[src/hdl/usp_pkg.sv]
// ----------------------------------------------------------------------------
// usp_pkg
// Shared types, codes and character helpers for the URL scheme/host/port
// parser: result and command bundles, phase codes, scheme tables.
// ----------------------------------------------------------------------------
package usp_pkg;

    // result kinds
    localparam logic [1:0] KIND_HOST   = 2'd0;
    localparam logic [1:0] KIND_DOC    = 2'd1;
    localparam logic [1:0] KIND_REPORT = 2'd2;

    // report status codes
    localparam logic [1:0] ST_OK       = 2'd0;
    localparam logic [1:0] ST_NO_MATCH = 2'd1;
    localparam logic [1:0] ST_BAD_PROTO = 2'd2;
    localparam logic [1:0] ST_BAD_PORT = 2'd3;

    // protocol codes
    localparam logic [1:0] PROTO_HTTP  = 2'd0;
    localparam logic [1:0] PROTO_HTTPS = 2'd1;
    localparam logic [1:0] PROTO_FTP   = 2'd2;

    // character codes
    localparam logic [7:0] CH_COLON = 8'h3A;
    localparam logic [7:0] CH_SLASH = 8'h2F;
    localparam logic [7:0] CH_DOT   = 8'h2E;
    localparam logic [7:0] CH_DASH  = 8'h2D;
    localparam logic [7:0] CH_SPACE = 8'h20;

    // port limits
    localparam logic [16:0] PORT_MAX = 17'd65535;
    localparam logic [16:0] PORT_SAT = 17'd65536;

    // longest scheme name
    localparam logic [2:0] SCHEME_MAX_LEN = 3'd5;

    // results one character can cause
    localparam int MAX_RES = 3;

    // parser phases, one-hot
    typedef enum logic [8:0] {
        PH_SCHEME    = 9'b000000001,
        PH_SLASH1    = 9'b000000010,
        PH_SLASH2    = 9'b000000100,
        PH_HOSTFIRST = 9'b000001000,
        PH_HOST      = 9'b000010000,
        PH_COLON     = 9'b000100000,
        PH_PORT      = 9'b001000000,
        PH_DOC       = 9'b010000000,
        PH_FAIL      = 9'b100000000
    } usp_phase_t;

    // one result item
    typedef struct packed {
        logic [1:0]  kind;
        logic [7:0]  out_char;
        logic [1:0]  status;
        logic [1:0]  protocol;
        logic [15:0] port;
        logic        end_of_run;
    } usp_res_t;

    // everything one character causes
    typedef struct packed {
        usp_res_t [MAX_RES-1:0] slot;
        logic [1:0]             cnt;
    } usp_cmd_t;

    function automatic logic is_letter(input logic [7:0] c);
        return (c >= 8'h41 && c <= 8'h5A) || (c >= 8'h61 && c <= 8'h7A);
    endfunction

    function automatic logic is_digit(input logic [7:0] c);
        return c >= 8'h30 && c <= 8'h39;
    endfunction

    function automatic logic is_space(input logic [7:0] c);
        return (c >= 8'h09 && c <= 8'h0D) || c == CH_SPACE;
    endfunction

    function automatic logic is_host(input logic [7:0] c);
        return is_letter(c) || is_digit(c) || c == CH_DOT || c == CH_DASH;
    endfunction

    // upper-case letter of scheme idx at position pos, zero past its end
    function automatic logic [7:0] scheme_char(input logic [1:0] idx, input logic [2:0] pos);
        logic [7:0] r;
        r = 8'h00;
        unique case (idx)
            PROTO_HTTP, PROTO_HTTPS:
            begin
                unique case (pos)
                    3'd0: r = 8'h48;
                    3'd1: r = 8'h54;
                    3'd2: r = 8'h54;
                    3'd3: r = 8'h50;
                    3'd4: r = (idx == PROTO_HTTPS) ? 8'h53 : 8'h00;
                    default: r = 8'h00;
                endcase
            end
            PROTO_FTP:
            begin
                unique case (pos)
                    3'd0: r = 8'h46;
                    3'd1: r = 8'h54;
                    3'd2: r = 8'h50;
                    default: r = 8'h00;
                endcase
            end
            default: r = 8'h00;
        endcase
        return r;
    endfunction

    function automatic logic [2:0] scheme_len(input logic [1:0] idx);
        logic [2:0] r;
        unique case (idx)
            PROTO_HTTP:  r = 3'd4;
            PROTO_HTTPS: r = 3'd5;
            PROTO_FTP:   r = 3'd3;
            default:     r = 3'd0;
        endcase
        return r;
    endfunction

    function automatic logic [15:0] default_port(input logic [1:0] proto);
        logic [15:0] r;
        unique case (proto)
            PROTO_HTTP:  r = 16'd80;
            PROTO_HTTPS: r = 16'd443;
            PROTO_FTP:   r = 16'd21;
            default:     r = 16'd0;
        endcase
        return r;
    endfunction

    function automatic usp_res_t mk_char(input logic [1:0] kind, input logic [7:0] c);
        usp_res_t r;
        r            = '0;
        r.kind       = kind;
        r.out_char   = c;
        return r;
    endfunction

endpackage

[src/hdl/url_scheme_host_port_parser.sv]
// ----------------------------------------------------------------------------
// url_scheme_host_port_parser
// Streaming URL recognizer: scheme (HTTP, HTTPS, FTP), host, optional port
// and document, one character per item, with host and document characters
// echoed as tagged results and a closing report per URL.
//
//   channel | handshake            | fields
//   --------+----------------------+--------------------------------------
//   in      | in_valid / in_stall  | char_code, last_char
//   out     | out_valid / out_stall| kind, out_char, status, protocol,
//           |                      | port, end_of_run
//
// One character is taken per cycle while the command queue has room.
// Each result item goes out on its own through the output register, so a
// character that causes two or three results (a trailing colon, the final
// report) holds the serializer until all have left; the queue absorbs the
// difference. A result passes the queue storage, then the output register.
// Reset puts the recognizer at the start of a URL; it returns there after
// every last character. out_stall only holds the output register and the
// queue; in_stall rises when the queue is full.
// ----------------------------------------------------------------------------
module url_scheme_host_port_parser
    import usp_pkg::*;
#(
    parameter int QUEUE_DEPTH = 4
)
(
    input  logic        clk,
    input  logic        rst_n,
    input  logic        in_valid,
    output logic        in_stall,
    input  logic [7:0]  char_code,
    input  logic        last_char,
    output logic        out_valid,
    input  logic        out_stall,
    output logic [1:0]  kind,
    output logic [7:0]  out_char,
    output logic [1:0]  status,
    output logic [1:0]  protocol,
    output logic [15:0] port,
    output logic        end_of_run
);

    logic     accept;
    logic     push;
    logic     pop;
    logic     full;
    logic     rd_valid;
    usp_cmd_t wr_cmd;
    usp_cmd_t rd_cmd;
    usp_res_t out_res;

    assign in_stall = full;
    assign accept   = in_valid && !full;

    // recognizer
    usp_front u_front
    (
        .clk       (clk),
        .rst_n     (rst_n),
        .accept    (accept),
        .char_code (char_code),
        .last_char (last_char),
        .push      (push),
        .cmd       (wr_cmd)
    );

    // command queue
    usp_fifo #(
        .DEPTH (QUEUE_DEPTH)
    ) u_fifo
    (
        .clk      (clk),
        .rst_n    (rst_n),
        .push     (push),
        .wr_data  (wr_cmd),
        .pop      (pop),
        .full     (full),
        .rd_valid (rd_valid),
        .rd_data  (rd_cmd)
    );

    // result serializer
    usp_back u_back
    (
        .clk       (clk),
        .rst_n     (rst_n),
        .rd_valid  (rd_valid),
        .rd_data   (rd_cmd),
        .pop       (pop),
        .out_stall (out_stall),
        .out_valid (out_valid),
        .out_res   (out_res)
    );

    assign kind       = out_res.kind;
    assign out_char   = out_res.out_char;
    assign status     = out_res.status;
    assign protocol   = out_res.protocol;
    assign port       = out_res.port;
    assign end_of_run = out_res.end_of_run;

    // queued commands always carry at least one result
    assert property (@(posedge clk) disable iff (!rst_n)
        rd_valid |-> (rd_cmd.cnt != 2'd0))
    else $error("queued command with no results");

    // a full queue never takes a push
    assert property (@(posedge clk) disable iff (!rst_n)
        full |-> !push)
    else $error("push into full queue");

    // a report is exactly the item closing a url
    assert property (@(posedge clk) disable iff (!rst_n)
        out_valid |-> ((kind == KIND_REPORT) == end_of_run))
    else $error("report kind and end of run disagree");

    // an ok report never carries port zero
    assert property (@(posedge clk) disable iff (!rst_n)
        (out_valid && end_of_run && status == ST_OK) |-> (port != 16'd0))
    else $error("ok report with port zero");

endmodule

[src/hdl/usp_front.sv]
// ----------------------------------------------------------------------------
// usp_front
// Character classifier and recognizer state machine. Takes one character
// per accepted cycle and turns it into a command of zero to three results.
// ----------------------------------------------------------------------------
module usp_front
    import usp_pkg::*;
(
    input  logic       clk,
    input  logic       rst_n,
    input  logic       accept,
    input  logic [7:0] char_code,
    input  logic       last_char,
    output logic       push,
    output usp_cmd_t   cmd
);

    usp_phase_t  phase_reg, phase_next;
    logic [2:0]  pos_reg, pos_next;
    logic [2:0]  cand_reg, cand_next;
    logic        overlong_reg, overlong_next;
    logic [16:0] acc_reg, acc_next;
    logic        given_reg, given_next;

    logic [7:0]  upper;
    logic [20:0] acc_x10;
    logic [1:0]  n;
    logic        run_ok;
    usp_res_t    rep;

    // port accumulator times ten plus the new digit
    assign acc_x10 = ({4'b0, acc_reg} << 3) + ({4'b0, acc_reg} << 1)
                   + {17'b0, char_code[3:0]};

    // case-folded letter
    assign upper = (char_code >= 8'h61) ? char_code - 8'd32 : char_code;

    // next state and emitted results
    always_comb
    begin
        phase_next    = phase_reg;
        pos_next      = pos_reg;
        cand_next     = cand_reg;
        overlong_next = overlong_reg;
        acc_next      = acc_reg;
        given_next    = given_reg;
        cmd           = '0;
        n             = 2'd0;
        run_ok        = 1'b0;
        rep           = '0;

        unique case (phase_reg)
            PH_SCHEME:
            begin
                if (is_letter(char_code))
                begin
                    if (pos_reg >= SCHEME_MAX_LEN)
                    begin
                        overlong_next = 1'b1;
                    end
                    else
                    begin
                        for (int i = 0; i < MAX_RES; i++)
                        begin
                            if (pos_reg >= scheme_len(2'(i))
                                || scheme_char(2'(i), pos_reg) != upper)
                            begin
                                cand_next[i] = 1'b0;
                            end
                        end
                        pos_next = pos_reg + 3'd1;
                    end
                end
                else if (char_code == CH_COLON && pos_reg != 3'd0)
                begin
                    for (int i = 0; i < MAX_RES; i++)
                    begin
                        if (scheme_len(2'(i)) != pos_reg || overlong_reg)
                        begin
                            cand_next[i] = 1'b0;
                        end
                    end
                    phase_next = PH_SLASH1;
                end
                else
                begin
                    phase_next = PH_FAIL;
                end
            end
            PH_SLASH1:
            begin
                phase_next = (char_code == CH_SLASH) ? PH_SLASH2 : PH_FAIL;
            end
            PH_SLASH2:
            begin
                phase_next = (char_code == CH_SLASH) ? PH_HOSTFIRST : PH_FAIL;
            end
            PH_HOSTFIRST:
            begin
                if (is_host(char_code))
                begin
                    phase_next = PH_HOST;
                    cmd.slot[n] = mk_char(KIND_HOST, char_code);
                    n = n + 2'd1;
                end
                else
                begin
                    phase_next = PH_FAIL;
                end
            end
            PH_HOST:
            begin
                if (is_host(char_code))
                begin
                    cmd.slot[n] = mk_char(KIND_HOST, char_code);
                    n = n + 2'd1;
                end
                else if (char_code == CH_COLON)
                begin
                    phase_next = PH_COLON;
                end
                else if (is_space(char_code))
                begin
                    phase_next = PH_FAIL;
                end
                else
                begin
                    phase_next = PH_DOC;
                    cmd.slot[n] = mk_char(KIND_DOC, char_code);
                    n = n + 2'd1;
                end
            end
            PH_COLON:
            begin
                if (is_digit(char_code))
                begin
                    phase_next = PH_PORT;
                    given_next = 1'b1;
                    acc_next   = {13'b0, char_code[3:0]};
                end
                else
                begin
                    // colon was document text after all
                    cmd.slot[n] = mk_char(KIND_DOC, CH_COLON);
                    n = n + 2'd1;
                    if (is_space(char_code))
                    begin
                        phase_next = PH_FAIL;
                    end
                    else
                    begin
                        phase_next = PH_DOC;
                        cmd.slot[n] = mk_char(KIND_DOC, char_code);
                        n = n + 2'd1;
                    end
                end
            end
            PH_PORT:
            begin
                if (is_digit(char_code))
                begin
                    acc_next = (acc_x10 > {4'b0, PORT_MAX}) ? PORT_SAT : acc_x10[16:0];
                end
                else if (is_space(char_code))
                begin
                    phase_next = PH_FAIL;
                end
                else
                begin
                    phase_next = PH_DOC;
                    cmd.slot[n] = mk_char(KIND_DOC, char_code);
                    n = n + 2'd1;
                end
            end
            PH_DOC:
            begin
                if (is_space(char_code))
                begin
                    phase_next = PH_FAIL;
                end
                else
                begin
                    cmd.slot[n] = mk_char(KIND_DOC, char_code);
                    n = n + 2'd1;
                end
            end
            PH_FAIL:
            begin
                phase_next = PH_FAIL;
            end
            default:
            begin
                phase_next = PH_FAIL;
            end
        endcase

        // final report on the last character
        if (last_char)
        begin
            if (phase_next == PH_COLON)
            begin
                cmd.slot[n] = mk_char(KIND_DOC, CH_COLON);
                n = n + 2'd1;
                phase_next = PH_DOC;
            end
            run_ok = (phase_next == PH_HOST) || (phase_next == PH_PORT)
                  || (phase_next == PH_DOC);
            rep.kind       = KIND_REPORT;
            rep.end_of_run = 1'b1;
            if (!run_ok)
            begin
                rep.status = ST_NO_MATCH;
            end
            else if (cand_next == 3'b000)
            begin
                rep.status = ST_BAD_PROTO;
            end
            else
            begin
                rep.protocol = cand_next[0] ? PROTO_HTTP
                             : cand_next[1] ? PROTO_HTTPS : PROTO_FTP;
                if (!given_next)
                begin
                    rep.status = ST_OK;
                    rep.port   = default_port(rep.protocol);
                end
                else if (acc_next == 17'd0 || acc_next[16])
                begin
                    rep.status   = ST_BAD_PORT;
                    rep.protocol = PROTO_HTTP;
                end
                else
                begin
                    rep.status = ST_OK;
                    rep.port   = acc_next[15:0];
                end
            end
            cmd.slot[n] = rep;
            n = n + 2'd1;

            // back to the start for the next url
            phase_next    = PH_SCHEME;
            pos_next      = 3'd0;
            cand_next     = 3'b111;
            overlong_next = 1'b0;
            acc_next      = 17'd0;
            given_next    = 1'b0;
        end

        cmd.cnt = n;
    end

    assign push = accept && (n != 2'd0);

    // recognizer state
    always_ff @(posedge clk or negedge rst_n)
    begin
        if (!rst_n)
        begin
            phase_reg    <= PH_SCHEME;
            pos_reg      <= 3'd0;
            cand_reg     <= 3'b111;
            overlong_reg <= 1'b0;
            acc_reg      <= 17'd0;
            given_reg    <= 1'b0;
        end
        else if (accept)
        begin
            phase_reg    <= phase_next;
            pos_reg      <= pos_next;
            cand_reg     <= cand_next;
            overlong_reg <= overlong_next;
            acc_reg      <= acc_next;
            given_reg    <= given_next;
        end
    end

endmodule

[src/hdl/usp_fifo.sv]
// ----------------------------------------------------------------------------
// usp_fifo
// Short command queue between the recognizer and the result serializer.
// ----------------------------------------------------------------------------
module usp_fifo
    import usp_pkg::*;
#(
    parameter int DEPTH = 4
)
(
    input  logic     clk,
    input  logic     rst_n,
    input  logic     push,
    input  usp_cmd_t wr_data,
    input  logic     pop,
    output logic     full,
    output logic     rd_valid,
    output usp_cmd_t rd_data
);

    localparam int PTR_W = (DEPTH > 1) ? $clog2(DEPTH) : 1;
    localparam int CNT_W = $clog2(DEPTH + 1);

    usp_cmd_t         mem_reg [DEPTH];
    logic [PTR_W-1:0] wr_ptr_reg, wr_ptr_next;
    logic [PTR_W-1:0] rd_ptr_reg, rd_ptr_next;
    logic [CNT_W-1:0] count_reg, count_next;

    assign full     = (count_reg == CNT_W'(DEPTH));
    assign rd_valid = (count_reg != '0);
    assign rd_data  = mem_reg[rd_ptr_reg];

    // pointer and fill count update
    always_comb
    begin
        wr_ptr_next = wr_ptr_reg;
        rd_ptr_next = rd_ptr_reg;
        count_next  = count_reg;
        if (push)
        begin
            wr_ptr_next = (wr_ptr_reg == PTR_W'(DEPTH - 1)) ? '0 : wr_ptr_reg + 1'b1;
        end
        if (pop)
        begin
            rd_ptr_next = (rd_ptr_reg == PTR_W'(DEPTH - 1)) ? '0 : rd_ptr_reg + 1'b1;
        end
        if (push && !pop)
        begin
            count_next = count_reg + 1'b1;
        end
        else if (pop && !push)
        begin
            count_next = count_reg - 1'b1;
        end
    end

    always_ff @(posedge clk or negedge rst_n)
    begin
        if (!rst_n)
        begin
            wr_ptr_reg <= '0;
            rd_ptr_reg <= '0;
            count_reg  <= '0;
        end
        else
        begin
            wr_ptr_reg <= wr_ptr_next;
            rd_ptr_reg <= rd_ptr_next;
            count_reg  <= count_next;
        end
    end

    // queue storage
    always_ff @(posedge clk)
    begin
        if (push)
        begin
            mem_reg[wr_ptr_reg] <= wr_data;
        end
    end

endmodule

[src/hdl/usp_back.sv]
// ----------------------------------------------------------------------------
// usp_back
// Result serializer: walks the slots of the queued command and presents
// one result item per cycle through an output register while out_stall is low.
// ----------------------------------------------------------------------------
module usp_back
    import usp_pkg::*;
(
    input  logic     clk,
    input  logic     rst_n,
    input  logic     rd_valid,
    input  usp_cmd_t rd_data,
    output logic     pop,
    input  logic     out_stall,
    output logic     out_valid,
    output usp_res_t out_res
);

    logic       out_valid_reg, out_valid_next;
    usp_res_t   res_reg;
    logic [1:0] idx_reg, idx_next;
    logic       load;
    logic       last_slot;

    // output register free or being emptied
    assign load      = !out_valid_reg || !out_stall;
    assign last_slot = (idx_reg == rd_data.cnt - 2'd1);
    assign pop       = load && rd_valid && last_slot;

    always_comb
    begin
        out_valid_next = out_valid_reg;
        idx_next       = idx_reg;
        if (load)
        begin
            out_valid_next = rd_valid;
            if (rd_valid)
            begin
                idx_next = last_slot ? 2'd0 : idx_reg + 2'd1;
            end
        end
    end

    always_ff @(posedge clk or negedge rst_n)
    begin
        if (!rst_n)
        begin
            out_valid_reg <= 1'b0;
            idx_reg       <= 2'd0;
        end
        else
        begin
            out_valid_reg <= out_valid_next;
            idx_reg       <= idx_next;
        end
    end

    // result payload
    always_ff @(posedge clk)
    begin
        if (load && rd_valid)
        begin
            res_reg <= rd_data.slot[idx_reg];
        end
    end

    assign out_valid = out_valid_reg;
    assign out_res   = res_reg;

endmodule
[config.mk]
export PLATFORM = sky130hd
export DESIGN_NAME = url_scheme_host_port_parser
export DESIGN_NICKNAME = d
export VERILOG_FILES = /design/src/hdl/usp_pkg.sv /design/src/hdl/url_scheme_host_port_parser.sv /design/src/hdl/usp_front.sv /design/src/hdl/usp_fifo.sv /design/src/hdl/usp_back.sv
export SDC_FILE = /design/constraint.sdc
export NUM_CORES = 1
export LEC_CHECK = 0
export BUFFER_PORTS_ARGS = -buffer_cell sky130_fd_sc_hd__buf_4
export CORE_MARGIN = 1.5
export CORE_UTILIZATION = 57
export CTS_CLUSTER_DIAMETER = 150
export DETAILED_ROUTE_END_ITERATION = 10
export GPL_TIMING_DRIVEN = 0
export PLACE_DENSITY_LB_ADDON = 0.3
export SKIP_CTS_REPAIR_TIMING = 1
export SLEW_MARGIN = 20
export SYNTH_ARGS = -nofsm -noshare
export SYNTH_HDL_FRONTEND = slang
export SYNTH_SLANG_ARGS = --single-unit
[constraint.sdc]
create_clock -name clk -period 6 [get_ports clk]
set_input_delay 1.2 -clock clk [delete_from_list [all_inputs] [get_ports clk]]
set_output_delay 1.2 -clock clk [all_outputs]
set_load 0.1 [all_outputs]
== Word level (Yosys, flattened, before mapping) ==
Memories as Yosys holds them, arrays and structs flattened.
Cells that the tools add are included.
Storage, ports and cells
  register bits: 75
  memory bits (writable): 380
  bits of input ports: 13
  output and inout port bits: 33
  logic and storage cells: 257
  memories kept: 1
Memory list
  u_fifo.mem_reg: words 4, width 95, rd ports 1, clocked after Yosys merged registers in 0, write ports 1, RTL line usp_fifo.sv:24  | usp_cmd_t mem_reg [DEPTH];
Cells by class
  add/subtract/negate cells: 12
  magnitude comparators: 18
  equality and inequality tests: 34
  mux-type cells: 124
  bitwise operators: 3
  reductions and logical operators: 48
Operator list (count)
  93-bit 2-to-1 mux: 3
  31-bit 2-to-1 mux: 7
  31-bit one-hot mux with 5 select lines: 1
  9-bit 2-to-1 mux: 14
  31-bit demux with 2-bit select: 2
  93-bit bitwise mux: 1
  3-bit 2-to-1 mux: 29
  8-bit 2-to-1 mux: 10
  52-bit by 78-bit bitwise AND with 78-bit output: 1
  78-bit NOT: 1
  9-bit one-hot mux with 8 select lines: 1
  17-bit 2-to-1 mux: 4
  31-bit binary-select mux with 2-bit select: 1
  62-bit 2-to-1 mux: 1
  18-bit 2-to-1 mux: 3
  7-bit one-hot mux with 3 select lines: 2
  8-bit by 6-bit == test with 1-bit output, second input constant: 5
  2-bit 2-to-1 mux: 20
  17-bit one-hot mux with 2 select lines: 1
  16-bit 2-to-1 mux: 2
  30-bit 2-to-1 mux: 1
  29-bit 2-to-1 mux: 1
  7-bit one-hot mux with 4 select lines: 1
  9-bit one-hot mux with 3 select lines: 1
  49 further kinds: 126

== Depth between registers and ports, before layout ==
  depth after elaboration: 22
  mapped depth: 22
  depth with buffers taken out: 21

== Hierarchy ==
From an unflattened synthesis, not the netlist that was laid out.
Second synthesis, totals
  cell total of the unflattened synthesis: 1404
  area, all modules: 21131.5 um2
By module, submodules not included
  usp_fifo: instances 1, cells an instance 534, area each 14129.8 um2
  usp_front: instances 1, cells an instance 714, area each 5163.7 um2
  usp_back: instances 1, cells an instance 155, area each 1824.2 um2
  url_scheme_host_port_parser: instances 1, cells an instance 1, area each 13.8 um2

== Worst setup path after synthesis ==
No wires, ideal clock.
  path kind: in2reg
  from: in char_code[5]
  to: mem u_fifo.mem_reg[3][0] (netlist bit), enable pin
  data arrival time: 6.239 ns
  required time: 5.548 ns
  slack: -0.691 ns
  stages on the path: 17
  cell sequence: clkbuf_1 -> inv_1 -> ha_1 -> a21oi_1 -> o2111ai_1 -> a31o_2 -> a21o_1 -> a211oi_1 -> ha_1 -> nand2_1 -> nand2_1 -> inv_1 -> ha_1 -> mux2i_1 -> a211oi_1 -> nor2_1 -> and2_1
RTL lines
  start, declared: RTL line url_scheme_host_port_parser.sv:32  | input logic [7:0] char_code,
  end, declared: RTL line usp_fifo.sv:24

==> impl_metrics.csv <==
group,metric,value,unit
power,cellLeakagePower,7.653,nW
synthesis,ys_warn_count,0,
power,ir_worst_vdd,0.3535,mV
cells_and_area,final_common_cell,"edfxtp_1",
worst_hold_path,hold_path_depth,1,
cts,cts_sinks,410,
floorplanning,core_area,33360,µm²
critical_path,worst_setup_path_end_kind,"register",
cells_and_area,final_area,21760,µm²
synthesis,synth-edff-count,366,
placed_design,place_ws,-0.5205,ns
cells_and_area,areaGrowthSynthToFinish,13.03,%
cts,cts.path.max_buffers,3,
detailed_routing,drtIter0Drc,1561,
power,p_total,0.009900,W
detailed_routing,routed_via_density,6.481,
detailed_routing,num_vias,12391,
worst_hold_path,holdCritStartpoint,"u_fifo.count_reg[2]",
detailed_routing,firstDrtPassIters,6,
synthesis,synth_cells,1334,
timing,tns,0,ns
cts,root_buffer,"clkbuf_16",
critical_path,regToRegSetupSlack,0.76,ns
synthesis,synth_fp_nets,1406,
cells_and_area,layout_common_cells,"366 x edfxtp_1, 106 x nand2_1, 84 x mux4_2, 77 x o21ai_0, 74 x nor3_1",
timing,fmax,174.4,MHz
placed_design,hpwl,30970,µm
placed_design,placed_cell_area,20330,µm²
timing,grt_setup_unrepaired,"no",
global_routing,grt_max_degree,48,
detailed_routing,wire_per_inst,24.91,µm
detailed_routing,antenna_left,0,
placed_design,port_buffers,45,
synthesis,synth_area_leaders,"edfxtp_1 57%, mux4_2 9.8%, dfrtp_1 5.2%",
cts,htreeDepth,2,
flow_run,max-cap-violations,0,
critical_path,arrival,5.96,ns
global_routing,antenna_found_initial,0,
timing,hold_viol,0,
timing,period_needed,5.734,ns
timing,worst_pin_slew,1.184,ns
timing,timing.hold.ws,0.4870,ns
global_routing,gr-usage-all-layers,0.2705,
critical_path,worstPathMaxFanout,14,
detailed_routing,drc,0,
detailed_routing,wl_met2,23340,µm
timing,setup_violations,0,
floorplanning,io_pins,46,
timing,slew_headroom,0.2105,
timing,clock_skew,0.02122,ns
critical_path,cp.required,6.23,ns
cts,cts_tree,"done",
critical_path,rr_startpoint,"u_front.acc_reg[0]",
floorplanning,die_h,186.8,µm
detailed_routing,drt_wl_total,47640,µm
cells_and_area,drive_above_1_share,0.1755,
synthesis,async_flop_share,0.1073,
detailed_routing,maxUsedRoutingLayer,"met4",
floorplanning,die_x,186.8,µm
synthesis,synth_area_leader_cell,"edfxtp_1",
synthesis,ys_seq_elements,410,
power,p_per_area,454.9,nW/µm²
critical_path,ff2ff_path_depth,13,
cts,clk_latency,0.54,ns
synthesis,synthesis.area,19250,µm²
cells_and_area,antenna_cells,0,
detailed_routing,wl_met3,4204,µm
global_routing,grt_pass1_wl,71750,µm
cells_and_area,final_net_count,1504,
worst_hold_path,hp-class,"register to register",
synthesis,synth_seq_area_share,0.6282,
timing,timing.final.crit_share,0.9556,
synthesis,synth_cell_types,88,
floorplanning,start_util,0.5771,
global_routing,grt_overflow_total,0,
timing,setup_slack,0.2665,ns
synthesis,synth_area_per_cell,14.43,µm²
cts,cts_made_buffers,42,
placed_design,gp_congestion,0.9270,
global_routing,grt_pass1_vias,12358,
cells_and_area,largest_reg_flops,336,
outcome,status,"complete, no violations",
floorplanning,die-area,34890,µm²
synthesis,synth_ff_type,"edfxtp_1",
cts,clkTransAtPathRegs,0.06,ns
critical_path,reg2reg_to,"u_fifo.mem_reg[3][40]",
floorplanning,rows,67,
worst_hold_path,min_to,"u_fifo.count_reg[2]",
synthesis,yosysTopAreaCellShare,0.5708,
critical_path,startpoint_type,"primary input",
timing,slew_viol_final,0,
critical_path,critical_path_class,"primary input to register",
detailed_routing,wl_met1,18690,µm
worst max-delay path by stage:
stage	to	slack, ns	cells past startpoint	startpoint
2_1_floorplan	u_fifo.mem_reg[0][0]	0.22	17	char_code[5]
3_3_place_gp	u_fifo.mem_reg[3][75]	-1.31	14	char_code[1]
3_5_place_dp	u_fifo.mem_reg[2][75]	-0.52	19	char_code[5]
4_1_cts	u_fifo.mem_reg[2][66]	-0.02	19	char_code[5]
5_1_grt	u_fifo.mem_reg[0][39]	0.01	15	char_code[3]
6_report	u_fifo.mem_reg[3][40]	0.27	14	char_code[3]
report_power, final:
| part | total (W) | switching [W] | leakage (nW) | internal [W] |
|---|---|---|---|---|
| clock network | 0.00260 | 0.00109 | 0.680 | 0.00151 |
| registers | 0.00377 | 0.000143 | 4.04 | 0.00363 |
| logic | 0.00353 | 0.00238 | 2.93 | 0.00115 |
kinds of logic after synthesis:
group	count (synthesis)	synth area share
flops	410	0.6282
simple gates	360	0.09461
compound gates	263	0.08968
mux	117	0.1156
buf+inv	108	0.02463
fa+ha+maj	59	0.03951
xor+xnor	17	0.007733
critical path, stage by stage:
cell and delay [ns]:
buf_4 0.17, inv_1 0.18, fa_1 0.57, fa_1 0.47
nand2b_1 0.18, a21oi_1 0.28, o21ai_1 0.17, xnor2_1 0.22
or4_1 0.53, or4_1 0.43, o41a_2 0.45, o22ai_2 0.49
buf_2 0.40, nor3_1 0.19
synthesized netlist by cell type, types with 11 or more instances:
| library cell | number |
|---|---|
| a21o_1 | 16 |
| a21oi_1 | 53 |
| a22oi_1 | 15 |
| and2_1 | 15 |
| buf_1 | 15 |
| clkbuf_1 | 43 |
| dfrtp_1 | 40 |
| edfxtp_1 | 366 |
| ha_1 | 56 |
| inv_1 | 33 |
| mux2i_1 | 30 |
| mux4_2 | 84 |
| nand2_1 | 106 |
| nand2b_1 | 17 |
| nand3_1 | 16 |
| nand4_1 | 11 |
| nor2_1 | 52 |
| nor3_1 | 74 |
| nor4_1 | 12 |
| o21ai_0 | 78 |
| xnor2_1 | 11 |
metal layers:
layer / GRT usage / vias to the layer above
met2: 0.4465 / 594
met4: 0.07940 / 0
met1: 0.3641 / 6220
li1: - / 5472
met5: 0 / -
met3: 0.06018 / 105
stage by stage:
stage                     cells  utilization
after floorplan            1334            -
after global placement     1827       0.6042
after detailed placement   1833       0.6092
after CTS                  1909       0.6507
after global routing       1912       0.6523
final                      1912       0.6523
cell type report:
type | count | area, µm²
plain buffers | 72 | 344.1
clock buffers | 50 | 1111
clock inverters | 26 | 272.8
fillers | 2350 | 11600
inverters | 35 | 131.4
multi-input cells | 820 | 6759
flip-flops and latches | 410 | 12100
well taps | 448 | 560.5
repair buffers | 51 | 488.0
Note: power is estimated with default switching activity, not from simulation.
